`src/design/mfs_pkg.sv`:
```
// ---------------------------------------------------------------------------
// mfs_pkg
// Types, constants and signature tables for the module format sniffer.
// ---------------------------------------------------------------------------
`default_nettype none

package mfs_pkg;

  localparam int unsigned PosWidth = 11;

  localparam logic [PosWidth-1:0] POS_LIMIT   = 11'd1084;
  localparam logic [PosWidth-1:0] TAIL_START  = 11'd1080;
  localparam logic [PosWidth-1:0] S3M_OFFSET  = 11'd44;
  localparam logic [PosWidth-1:0] S3M_VER_OFS = 11'd29;
  localparam logic [PosWidth-1:0] PREFIX_LEN  = 11'd4;
  localparam logic [PosWidth-1:0] XM_LEN      = 11'd17;
  localparam logic [PosWidth-1:0] S3M_END     = 11'd48;

  localparam logic [7:0] S3M_VERSION = 8'h10;

  // Match flag bits; bit 4 is reserved and stays set.
  localparam int unsigned FlagIt  = 0;
  localparam int unsigned FlagS3m = 1;
  localparam int unsigned FlagXm  = 2;
  localparam int unsigned FlagMtm = 3;
  localparam logic [4:0] FLAGS_RESET = 5'b11111;

  typedef enum logic [2:0] {
    FMT_NONE = 3'd0,
    FMT_IT   = 3'd1,
    FMT_MOD  = 3'd2,
    FMT_S3M  = 3'd3,
    FMT_XM   = 3'd4,
    FMT_MTM  = 3'd5
  } fmt_kind_t;

  typedef struct packed {
    logic [7:0] file_byte;
    logic       is_final;
  } in_item_t;

  typedef struct packed {
    logic       is_module;
    logic [2:0] format_kind;
  } out_item_t;

  typedef struct packed {
    logic [PosWidth-1:0] pos;
    logic [4:0]          flags;
    logic [31:0]         tail;
  } sniff_state_t;

  function automatic logic [7:0] it_char(input logic [1:0] idx);
    logic [7:0] c;
    case (idx)
      2'd0:    c = "I";
      2'd1:    c = "M";
      2'd2:    c = "P";
      default: c = "M";
    endcase
    return c;
  endfunction

  function automatic logic [7:0] mtm_char(input logic [1:0] idx);
    logic [7:0] c;
    case (idx)
      2'd0:    c = "M";
      2'd1:    c = "T";
      2'd2:    c = "M";
      default: c = 8'h10;
    endcase
    return c;
  endfunction

  function automatic logic [7:0] s3m_char(input logic [1:0] idx);
    logic [7:0] c;
    case (idx)
      2'd0:    c = "S";
      2'd1:    c = "C";
      2'd2:    c = "R";
      default: c = "M";
    endcase
    return c;
  endfunction

  function automatic logic [7:0] xm_char(input logic [4:0] idx);
    logic [7:0] c;
    case (idx)
      5'd0:    c = "E";
      5'd1:    c = "x";
      5'd2:    c = "t";
      5'd3:    c = "e";
      5'd4:    c = "n";
      5'd5:    c = "d";
      5'd6:    c = "e";
      5'd7:    c = "d";
      5'd8:    c = " ";
      5'd9:    c = "M";
      5'd10:   c = "o";
      5'd11:   c = "d";
      5'd12:   c = "u";
      5'd13:   c = "l";
      5'd14:   c = "e";
      5'd15:   c = ":";
      default: c = " ";
    endcase
    return c;
  endfunction

  function automatic logic is_digit(input logic [7:0] b);
    return (b >= "0") && (b <= "9");
  endfunction

  // Four bytes at 1080, first byte on top.
  function automatic logic mod_match(input logic [31:0] t);
    logic [7:0] b0, b1, b2, b3;
    logic       two_dig, one_dig, mk;
    b0 = t[31:24];
    b1 = t[23:16];
    b2 = t[15:8];
    b3 = t[7:0];
    // channel count 01..32 written as two digits
    two_dig = (b2 == "C") && (b3 == "H") && is_digit(b1) &&
              (((b0 == "0") && (b1 != "0")) ||
               (b0 == "1") || (b0 == "2") ||
               ((b0 == "3") && (b1 <= "2")));
    one_dig = is_digit(b0) && (b1 == "C") && (b2 == "H") && (b3 == "N");
    mk      = (b0 == "M") && (b1 == ".") && (b2 == "K") && (b3 == ".");
    return two_dig || one_dig || mk;
  endfunction

endpackage

`default_nettype wire

```
`src/design/mfs_step.sv`:
```
// ---------------------------------------------------------------------------
// mfs_step
// Per-byte state update and end-of-file format decision.
// ---------------------------------------------------------------------------
`default_nettype none

module mfs_step
  import mfs_pkg::*;
(
  input  sniff_state_t st,
  input  in_item_t     item,
  output sniff_state_t st_next,
  output out_item_t    result
);

  logic [7:0]          b;
  logic [PosWidth-1:0] pos;
  logic [PosWidth-1:0] len;
  logic [4:0]          flags;
  logic [31:0]         tail;
  fmt_kind_t           kind;

  always_comb begin
    b     = item.file_byte;
    pos   = st.pos;
    flags = st.flags;
    tail  = st.tail;

    if (pos < PREFIX_LEN) begin
      if (b != it_char(pos[1:0]))  flags[FlagIt]  = 1'b0;
      if (b != mtm_char(pos[1:0])) flags[FlagMtm] = 1'b0;
    end
    if ((pos < XM_LEN) && (b != xm_char(pos[4:0]))) flags[FlagXm] = 1'b0;
    if ((pos == S3M_VER_OFS) && (b != S3M_VERSION)) flags[FlagS3m] = 1'b0;
    // 44 is a multiple of four, so the low bits index the signature
    if ((pos >= S3M_OFFSET) && (pos < S3M_END) && (b != s3m_char(pos[1:0])))
      flags[FlagS3m] = 1'b0;
    if ((pos >= TAIL_START) && (pos < POS_LIMIT)) tail = {tail[23:0], b};

    len = (pos < POS_LIMIT) ? pos + 11'd1 : pos;

    if (flags[FlagIt] && (len >= PREFIX_LEN))           kind = FMT_IT;
    else if ((len >= POS_LIMIT) && mod_match(tail))      kind = FMT_MOD;
    else if (flags[FlagS3m] && (len >= S3M_END))         kind = FMT_S3M;
    else if (flags[FlagXm] && (len >= XM_LEN))           kind = FMT_XM;
    else if (flags[FlagMtm] && (len >= PREFIX_LEN))      kind = FMT_MTM;
    else                                                 kind = FMT_NONE;

    result.is_module   = (kind != FMT_NONE);
    result.format_kind = kind;

    if (item.is_final) begin
      st_next.pos   = '0;
      st_next.flags = FLAGS_RESET;
      st_next.tail  = '0;
    end else begin
      st_next.pos   = len;
      st_next.flags = flags;
      st_next.tail  = tail;
    end
  end

endmodule

`default_nettype wire

```
`src/design/module_format_sniffer_core.sv`:
```
// ---------------------------------------------------------------------------
// module_format_sniffer_core
// Streams a file one byte per item and reports its tracker module format.
// ---------------------------------------------------------------------------
// Usage:
//   in channel  (in_valid/in_ready/in_item): one file byte per item, from
//     offset zero; is_final marks the last byte of the file.
//   out channel (out_valid/out_ready/out_item): one item per file, raised
//     after the final byte: is_module and format_kind (first match among
//     IT, MOD, S3M, XM, MTM).
// Timing: a byte lands in the input register on the edge it is accepted;
//   a non-final byte is folded into the sniffer state on the next edge. A
//   final byte is folded in once the result slot is free, and its result
//   enters the output register at that same edge. One byte per cycle is
//   sustained unless a final byte waits, set by one compare-and-flag pass.
// Stalls: bytes that are not final never wait for the receiver. A final
//   byte waits in the input register while a previous result is still
//   unread; in_ready drops only when that register is blocked.
// Reset: clears both registers' valid bits and returns the sniffer to
//   offset zero with all match flags set. State also clears after every
//   final byte, so the next item starts a new file.
// ---------------------------------------------------------------------------
`default_nettype none

module module_format_sniffer_core
  import mfs_pkg::*;
(
  input  wire logic      clk,
  input  wire logic      rst,
  input  wire logic      in_valid,
  output logic           in_ready,
  input  wire in_item_t  in_item,
  output logic           out_valid,
  input  wire logic      out_ready,
  output out_item_t      out_item
);

  // input register
  logic         s1_valid;
  in_item_t     s1_item;

  // sniffer state and step results
  sniff_state_t st;
  sniff_state_t st_next;
  out_item_t    result;

  logic         out_free;
  logic         s1_fire;

  mfs_step u_step (
    .st      (st),
    .item    (s1_item),
    .st_next (st_next),
    .result  (result)
  );

  // The result slot is free when empty or when its result is taken this cycle.
  assign out_free = !out_valid || out_ready;
  // Non-final bytes only touch state; final bytes need the result slot.
  assign s1_fire  = s1_valid && (!s1_item.is_final || out_free);
  assign in_ready = !s1_valid || s1_fire;

  always_ff @(posedge clk) begin
    if (rst) begin
      s1_valid <= 1'b0;
    end else if (in_ready) begin
      s1_valid <= in_valid;
    end
  end

  always_ff @(posedge clk) begin
    if (in_ready && in_valid) begin
      s1_item <= in_item;
    end
  end

  always_ff @(posedge clk) begin
    if (rst) begin
      st.pos   <= '0;
      st.flags <= FLAGS_RESET;
      st.tail  <= '0;
    end else if (s1_fire) begin
      st <= st_next;
    end
  end

  always_ff @(posedge clk) begin
    if (rst) begin
      out_valid <= 1'b0;
    end else if (out_free) begin
      out_valid <= s1_fire && s1_item.is_final;
    end
  end

  always_ff @(posedge clk) begin
    if (out_free && s1_fire && s1_item.is_final) begin
      out_item <= result;
    end
  end

  // A result only ever comes from a final byte leaving the input register.
  a_result_from_final: assert property (@(posedge clk) disable iff (rst)
    $rose(out_valid) |-> $past(s1_fire && s1_item.is_final))
    else $error("result raised without a final byte");

  // After a final byte the sniffer is back at offset zero with flags set.
  a_restart_after_final: assert property (@(posedge clk) disable iff (rst)
    (s1_fire && s1_item.is_final) |=> (st.pos == '0 && st.flags == FLAGS_RESET))
    else $error("state not cleared after final byte");

  // Position advances by one per non-final byte until it saturates.
  a_pos_advance: assert property (@(posedge clk) disable iff (rst)
    (s1_fire && !s1_item.is_final && st.pos < POS_LIMIT)
      |=> (st.pos == $past(st.pos) + 11'd1))
    else $error("byte position did not advance");

  // Position never runs past its saturation value.
  a_pos_limit: assert property (@(posedge clk) disable iff (rst)
    s1_fire |=> (st.pos <= POS_LIMIT))
    else $error("byte position beyond limit");

endmodule

`default_nettype wire

```
`config.mk`:
```
export PLATFORM = sky130hd
export DESIGN_NAME = module_format_sniffer_core
export DESIGN_NICKNAME = d
export VERILOG_FILES = /design/src/design/mfs_pkg.sv /design/src/design/mfs_step.sv /design/src/design/module_format_sniffer_core.sv
export SDC_FILE = /design/constraint.sdc
export NUM_CORES = 1
export LEC_CHECK = 0
export BUFFER_PORTS_ARGS = -buffer_cell sky130_fd_sc_hd__buf_4
export CORE_ASPECT_RATIO = 1.5
export CORE_MARGIN = 3
export CORE_UTILIZATION = 56
export DETAILED_ROUTE_END_ITERATION = 6
export PLACE_DENSITY = 0.86
export RECOVER_POWER = 100
export SYNTH_ARGS = -nofsm -noshare
export SYNTH_HDL_FRONTEND = slang
export SYNTH_SLANG_ARGS = --single-unit
```
`constraint.sdc`:
```
create_clock -name clk -period 2.8 [get_ports clk]
set_input_delay 0.28 -clock clk [delete_from_list [all_inputs] [get_ports clk]]
set_output_delay 0.28 -clock clk [all_outputs]
set_load 0.02 [all_outputs]
```
==> flow_metrics.tcl, run 1 <==
set metrics [dict create \
    outcome "finished, final reports clean" \
    clk_pin_slew_ps 80 \
    total_power_mw 1.96 \
    seq_area_frac_synth 0.371 \
    ant_nets 0 \
    gp_congestion 1.02 \
    routed_wl_um 11300 \
    fp.dieH_um 111 \
    finalSetupViolCount 0 \
    tns_ps 0 \
    p_seq_frac 0.539 \
    drcViolationCount 0 \
    grt_max_degree 55 \
    worstPathRequired_ps 3030 \
    switching_share 0.259 \
    drtIter0Drc 435 \
    layout.nets 526 \
    cts_tree "built" \
    hold_path_class "in2reg" \
    synth_edf_count 13 \
    die_w_um 75.7 \
    finalCriticalPeriod_ps 2670 \
    globalRouteTotalUtil 0.279 \
    end_kind "register" \
    hold_viol 0 \
    p_int_mw 1.45 \
    async_flop_share 0 \
    slowest_delay_ps 630 \
    setup.worst_path.class "reg2reg" \
    power_frac_comb 0.062 \
    fp.dieArea_um2 8370 \
    period_share 0.952 \
    worstPathMaxFanout 8 \
    synth_nets 505 \
    via_count 4011 \
    cap_viol_max_count 0 \
    grt_overflow 0 \
    first_pass_iters 6 \
    cts_buffer_depth 2 \
    grt_pass1_vias 3797 \
    worstMarginPinSlew_ps 608 \
    final_common_cell "nor2_1" \
    cts_sinks 69 \
    synth.ff_latch_count 69 \
    coreArea_um2 6990 \
    clkPwrFrac 0.398 \
    dp_hpwl_um 7760 \
    start_util 0.583 \
    n_fill_cell 580 \
    via_per_inst 6.64 \
    clk_latency_ps 360 \
    start_kind "register" \
    cp.arrival_ps 2900 \
    fmax_mhz 375 \
    grt_pass1_wl_um 18200 \
    most-common-layout-cells "73 x nor2_1, 56 x dfxtp_1, 34 x a22oi_1, 25 x buf_4, 23 x nand2_1" \
    relSlewSlack 0.594 \
    syn_area_per_cell_um2 8.48 \
    h-tree-depth 3 \
    synthDistinctLibCells 77 \
    numPortBuffers 18 \
    syn_to_final_growth_pct 11.3 \
    skew_ps 8.32 \
    rows 37 \
    slew_viol_final 0 \
    register_area_um2 1510 \
    cpMaxStageDelayCell "or4_4" \
    numCtsBuffers 9 \
    netSwitchingPower_mw 0.507 \
    antenna_found_initial 0 \
    netlist_area_um2 4080 \
    wl_per_cell_um 18.7 \
    netlist_instances 481 \
    drive_above_1_share 0.146 \
    ys.flop_type "dfxtp_1" \
    root_buffer "clkbuf_8" \
    p_per_area_nw_per_um2 432 \
    vdd_drop_max_mv 0.367 \
    io-pin-count 19 \
    crit_chain "or4_4 -> o21ai_4 -> and3_1 -> a21oi_1 -> nor2_1 -> inv_1 -> ha_1 -> nor2_1 -> nand2_1 -> o211ai_1 -> a21oi_1" \
    ys_warn_count 0 \
    rsz0062_at_grt "false" \
    antenna_cells 0 \
    leakagePower_nw 1.62 \
    multi_input_area_um2 2370 \
]
## routing by layer
metal | vias up | global-route usage | wire (um)
li1 | 1847 | - | -
met1 | 1896 | 0.309 | 4150
met2 | 211 | 0.458 | 5790
met3 | 57 | 0.0601 | 836
met4 | 0 | 0.182 | 545
met5 | - | 0 | 0
## cell type report
class	instances	area share
Multi-Input combinational cell	363	0.522
Sequential cell	69	0.333
Timing Repair Buffer	46	0.0664
Clock buffer	11	0.0336
Tap cell	97	0.0267
Inverter	13	0.0108
Clock inverter	5	0.00772
## power groups by stage
| stage | registers (mW) | logic (mW) | clock network [mW] |
|---|---|---|---|
| 2_1_floorplan | 1.06 | 0.0892 | 0 |
| 3_3_place_gp | 1.08 | 0.116 | 0 |
| 3_5_place_dp | 1.08 | 0.121 | 0 |
| 4_1_cts | 1.06 | 0.123 | 0.792 |
| 5_1_grt | 1.06 | 0.134 | 0.828 |
| 6_report | 1.06 | 0.122 | 0.781 |
## critical path, delay by kind of cell, from the launching register on
family	cells	cell delay [ps]
flops	1	310
simple gates	5	1190
compound gates	4	570
fa+ha+maj	1	360
buf+inv	1	100
## cells in the mapped netlist (all sizes together), types with 4 or more instances
master  instances  area [um^2]
a211oi          4         30.0
a21oi          19          110
a22oi          35          268
a31oi          10         62.6
and2            4         25.0
and3            7         45.1
buf             5         37.5
clkbuf         31          116
dfxtp          56         1120
edfxtp         13          390
ha             11          138
inv            13         48.8
mux2i           6         60.1
nand2          24         92.6
nand2b          7         43.8
nand3          14         70.1
nand3b          4         30.0
nand4          13         81.3
nor2           75          284
nor2b           7         46.3
nor3           10         60.1
nor3b           5         37.5
nor4           10         62.6
nor4b           4         35.0
nor4bb          7         70.1
o21ai          23          134
o221a           4         45.0
xnor2           6         52.6
## final timing paths
path | start | to | slack, ps | cells after the start
worst min register to register | st[32] | st[32] | 480 | 2
worst max register to register | st[43] | register | 130 | 11
worst min-delay path | in_item[0] | s1_item[0] | 110 | 1
worst max-delay path | st[43] | register | 130 | 11
## kinds of logic (layout without fill, tap and decap cells)
group | Yosys count | in the layout | synth area share
and+or+nand+nor | 206 | 206 | 0.274
AOI/OAI and AO/OA | 128 | 128 | 0.229
DFF | 69 | 69 | 0.371
buffers and inverters | 49 | 75 | 0.0497
adders and majority gates | 11 | 11 | 0.0337
xor gates and xnor gates | 9 | 9 | 0.0193
muxes | 9 | 9 | 0.0230
## timing repair
action,CTS,global route
setup endpoints to repair,0,2
buffers inserted,0,2
gates resized for setup,0,3
hold buffers,0,0
endpoints found under the hold margin,0,0
## per-stage QoR
step / instances / worst slack, ps / area (um^2) / utilization / hold WS (ps)
after CTS: 602 / 71.6 / 4570 / 0.654 / 78.5
final: 604 / 135 / 4540 / 0.649 / 113
after global routing: 604 / 9.56 / 4540 / 0.649 / 98.4
after floorplan: 481 / 128 / 4080 / - / 379
after detailed placement: 586 / 145 / 4380 / 0.627 / 460
after global placement: 586 / 285 / 4380 / 0.627 / 448
Power figures use the tool's default switching activity.
==> run 2: changes to the inputs <==
--- a/config.mk
+++ b/config.mk
@@ -8,9 +8,9 @@
 export BUFFER_PORTS_ARGS = -buffer_cell sky130_fd_sc_hd__buf_4
 export CORE_ASPECT_RATIO = 1.5
 export CORE_MARGIN = 3
-export CORE_UTILIZATION = 56
+export CORE_UTILIZATION = 55
 export DETAILED_ROUTE_END_ITERATION = 6
-export PLACE_DENSITY = 0.86
+export PLACE_DENSITY = 0.75
 export RECOVER_POWER = 100
 export SYNTH_ARGS = -nofsm -noshare
 export SYNTH_HDL_FRONTEND = slang
==> flow_metrics.tcl, run 2 (synthesis gave the netlist of run 1 again) <==
set metrics [dict create \
    outcome "finished, final reports clean" \
    clkPwrFrac 0.432 \
    cts_tree "built" \
    vdd_drop_max_mv 0.314 \
    cts_sinks 69 \
    numCtsBuffers 9 \
    fmax_mhz 380 \
    switching_share 0.238 \
    via_per_inst 6.41 \
    fp.dieH_um 111 \
    cpMaxStageDelayCell "or4_4" \
    relSlewSlack 0.583 \
    p_seq_frac 0.511 \
    h-tree-depth 3 \
    slowest_delay_ps 560 \
    rsz0062_at_grt "false" \
    crit_chain "or4_4 -> buf_4 -> o21ai_0 -> a31oi_1 -> nor3_1 -> a21oi_1 -> nor2b_1 -> nand2_1" \
    fp.dieArea_um2 8510 \
    worstPathMaxFanout 7 \
    io-pin-count 19 \
    drtIter0Drc 250 \
    via_count 3843 \
    antenna_found_initial 0 \
    grt_pass1_vias 3695 \
    grt_pass1_wl_um 18100 \
    dp_hpwl_um 7650 \
    finalCriticalPeriod_ps 2630 \
    power_frac_comb 0.057 \
    slew_viol_final 0 \
    skew_ps 10.2 \
    most-common-layout-cells "73 x nor2_1, 55 x dfxtp_1, 34 x a22oi_1, 23 x nand2_1, 22 x buf_4" \
    leakagePower_nw 1.62 \
    hold_path_class "in2reg" \
    finalSetupViolCount 0 \
    root_buffer "clkbuf_8" \
    antenna_cells 0 \
    gp_congestion 1.03 \
    cap_viol_max_count 0 \
    setup.worst_path.class "reg2reg" \
    wl_per_cell_um 18.0 \
    layout.nets 522 \
    clk_latency_ps 360 \
    clk_pin_slew_ps 80 \
    cts_buffer_depth 2 \
    rows 37 \
    drive_above_1_share 0.137 \
    syn_to_final_growth_pct 11.2 \
    cp.arrival_ps 2730 \
    numPortBuffers 18 \
    grt_max_degree 55 \
    hold_viol 0 \
    worstMarginPinSlew_ps 625 \
    routed_wl_um 10800 \
    coreArea_um2 7040 \
    start_kind "register" \
    globalRouteTotalUtil 0.264 \
    final_common_cell "nor2_1" \
    ant_nets 0 \
    tns_ps 0 \
    die_w_um 76.3 \
    place_ws_ps 114 \
    netSwitchingPower_mw 0.491 \
    period_share 0.940 \
    layout_setup_ws_ps 169 \
    total_power_mw 2.06 \
    end_kind "register" \
    p_int_mw 1.57 \
    drcViolationCount 0 \
    start_util 0.580 \
    grt_overflow 0 \
    worstPathRequired_ps 2900 \
    first_pass_iters 5 \
    p_per_area_nw_per_um2 455 \
]
run 2: cell types whose count changed in the layout (fill, tap and decap cells not counted), sizes merged:
cell    change
inv         +1
clkinv      -1
clkbuf      -3
bufinv      +2
buf         -3
run 2: layer usage:
layer | vias to the layer above | GRT usage | wire length (um)
met5 | - | 0 | 0
met4 | 0 | 0.149 | 379
met3 | 37 | 0.0574 | 522
met2 | 145 | 0.463 | 5690
met1 | 1827 | 0.292 | 4200
li1 | 1834 | - | -
run 2: metrics by stage:
stage,std cells,util,hold WS [ps],instance area [um^2]
after floorplan,481,-,379,4080
after global placement,582,0.619,449,4350
after detailed placement,582,0.619,456,4350
after CTS,598,0.649,73.5,4570
after global routing,600,0.644,88.0,4530
final,600,0.644,115,4530
run 2: worst paths after layout:
kind	slack (ps)	startpoint	end	depth (start not counted)
setup reg to reg	170	st[43]	out_item[3]	8
setup / recovery	170	st[43]	out_item[3]	8
hold / removal	120	in_item[0]	s1_item[0]	1
hold reg to reg	470	st[34]	st[34]	2
run 2: area by class of cell:
class / count / area [um^2]
timing repair buffer: 42 / 275
inverter: 13 / 48.8
multi-input combinational: 363 / 2360
clock buffer: 9 / 124
tap: 97 / 121
sequential: 69 / 1510
clock inverter: 7 / 88.8
fill: 626 / 2500
run 2: timing repair:
item / 4_1_cts / 5_1_grt
setup buffers: 0 / 2
resized for setup: 0 / 5
setup endpoints to repair: 0 / 5
hold buffers: 0 / 0
run 2: critical path, delay by kind of cell, from the launching register on:
family,cells,cell delay (ps)
buf+inv,1,200
compound gates,3,580
simple gates,4,1280
flops,1,310
run 2: power by group through the flow:
| stage | clock [mW] | sequential (mW) | combinational [mW] |
|---|---|---|---|
| finish | 0.892 | 1.06 | 0.117 |
| global route | 0.952 | 1.06 | 0.132 |
| CTS | 0.910 | 1.05 | 0.120 |
| floorplan | 0 | 1.06 | 0.0892 |
| global placement | 0 | 1.08 | 0.116 |
| detailed placement | 0 | 1.08 | 0.119 |
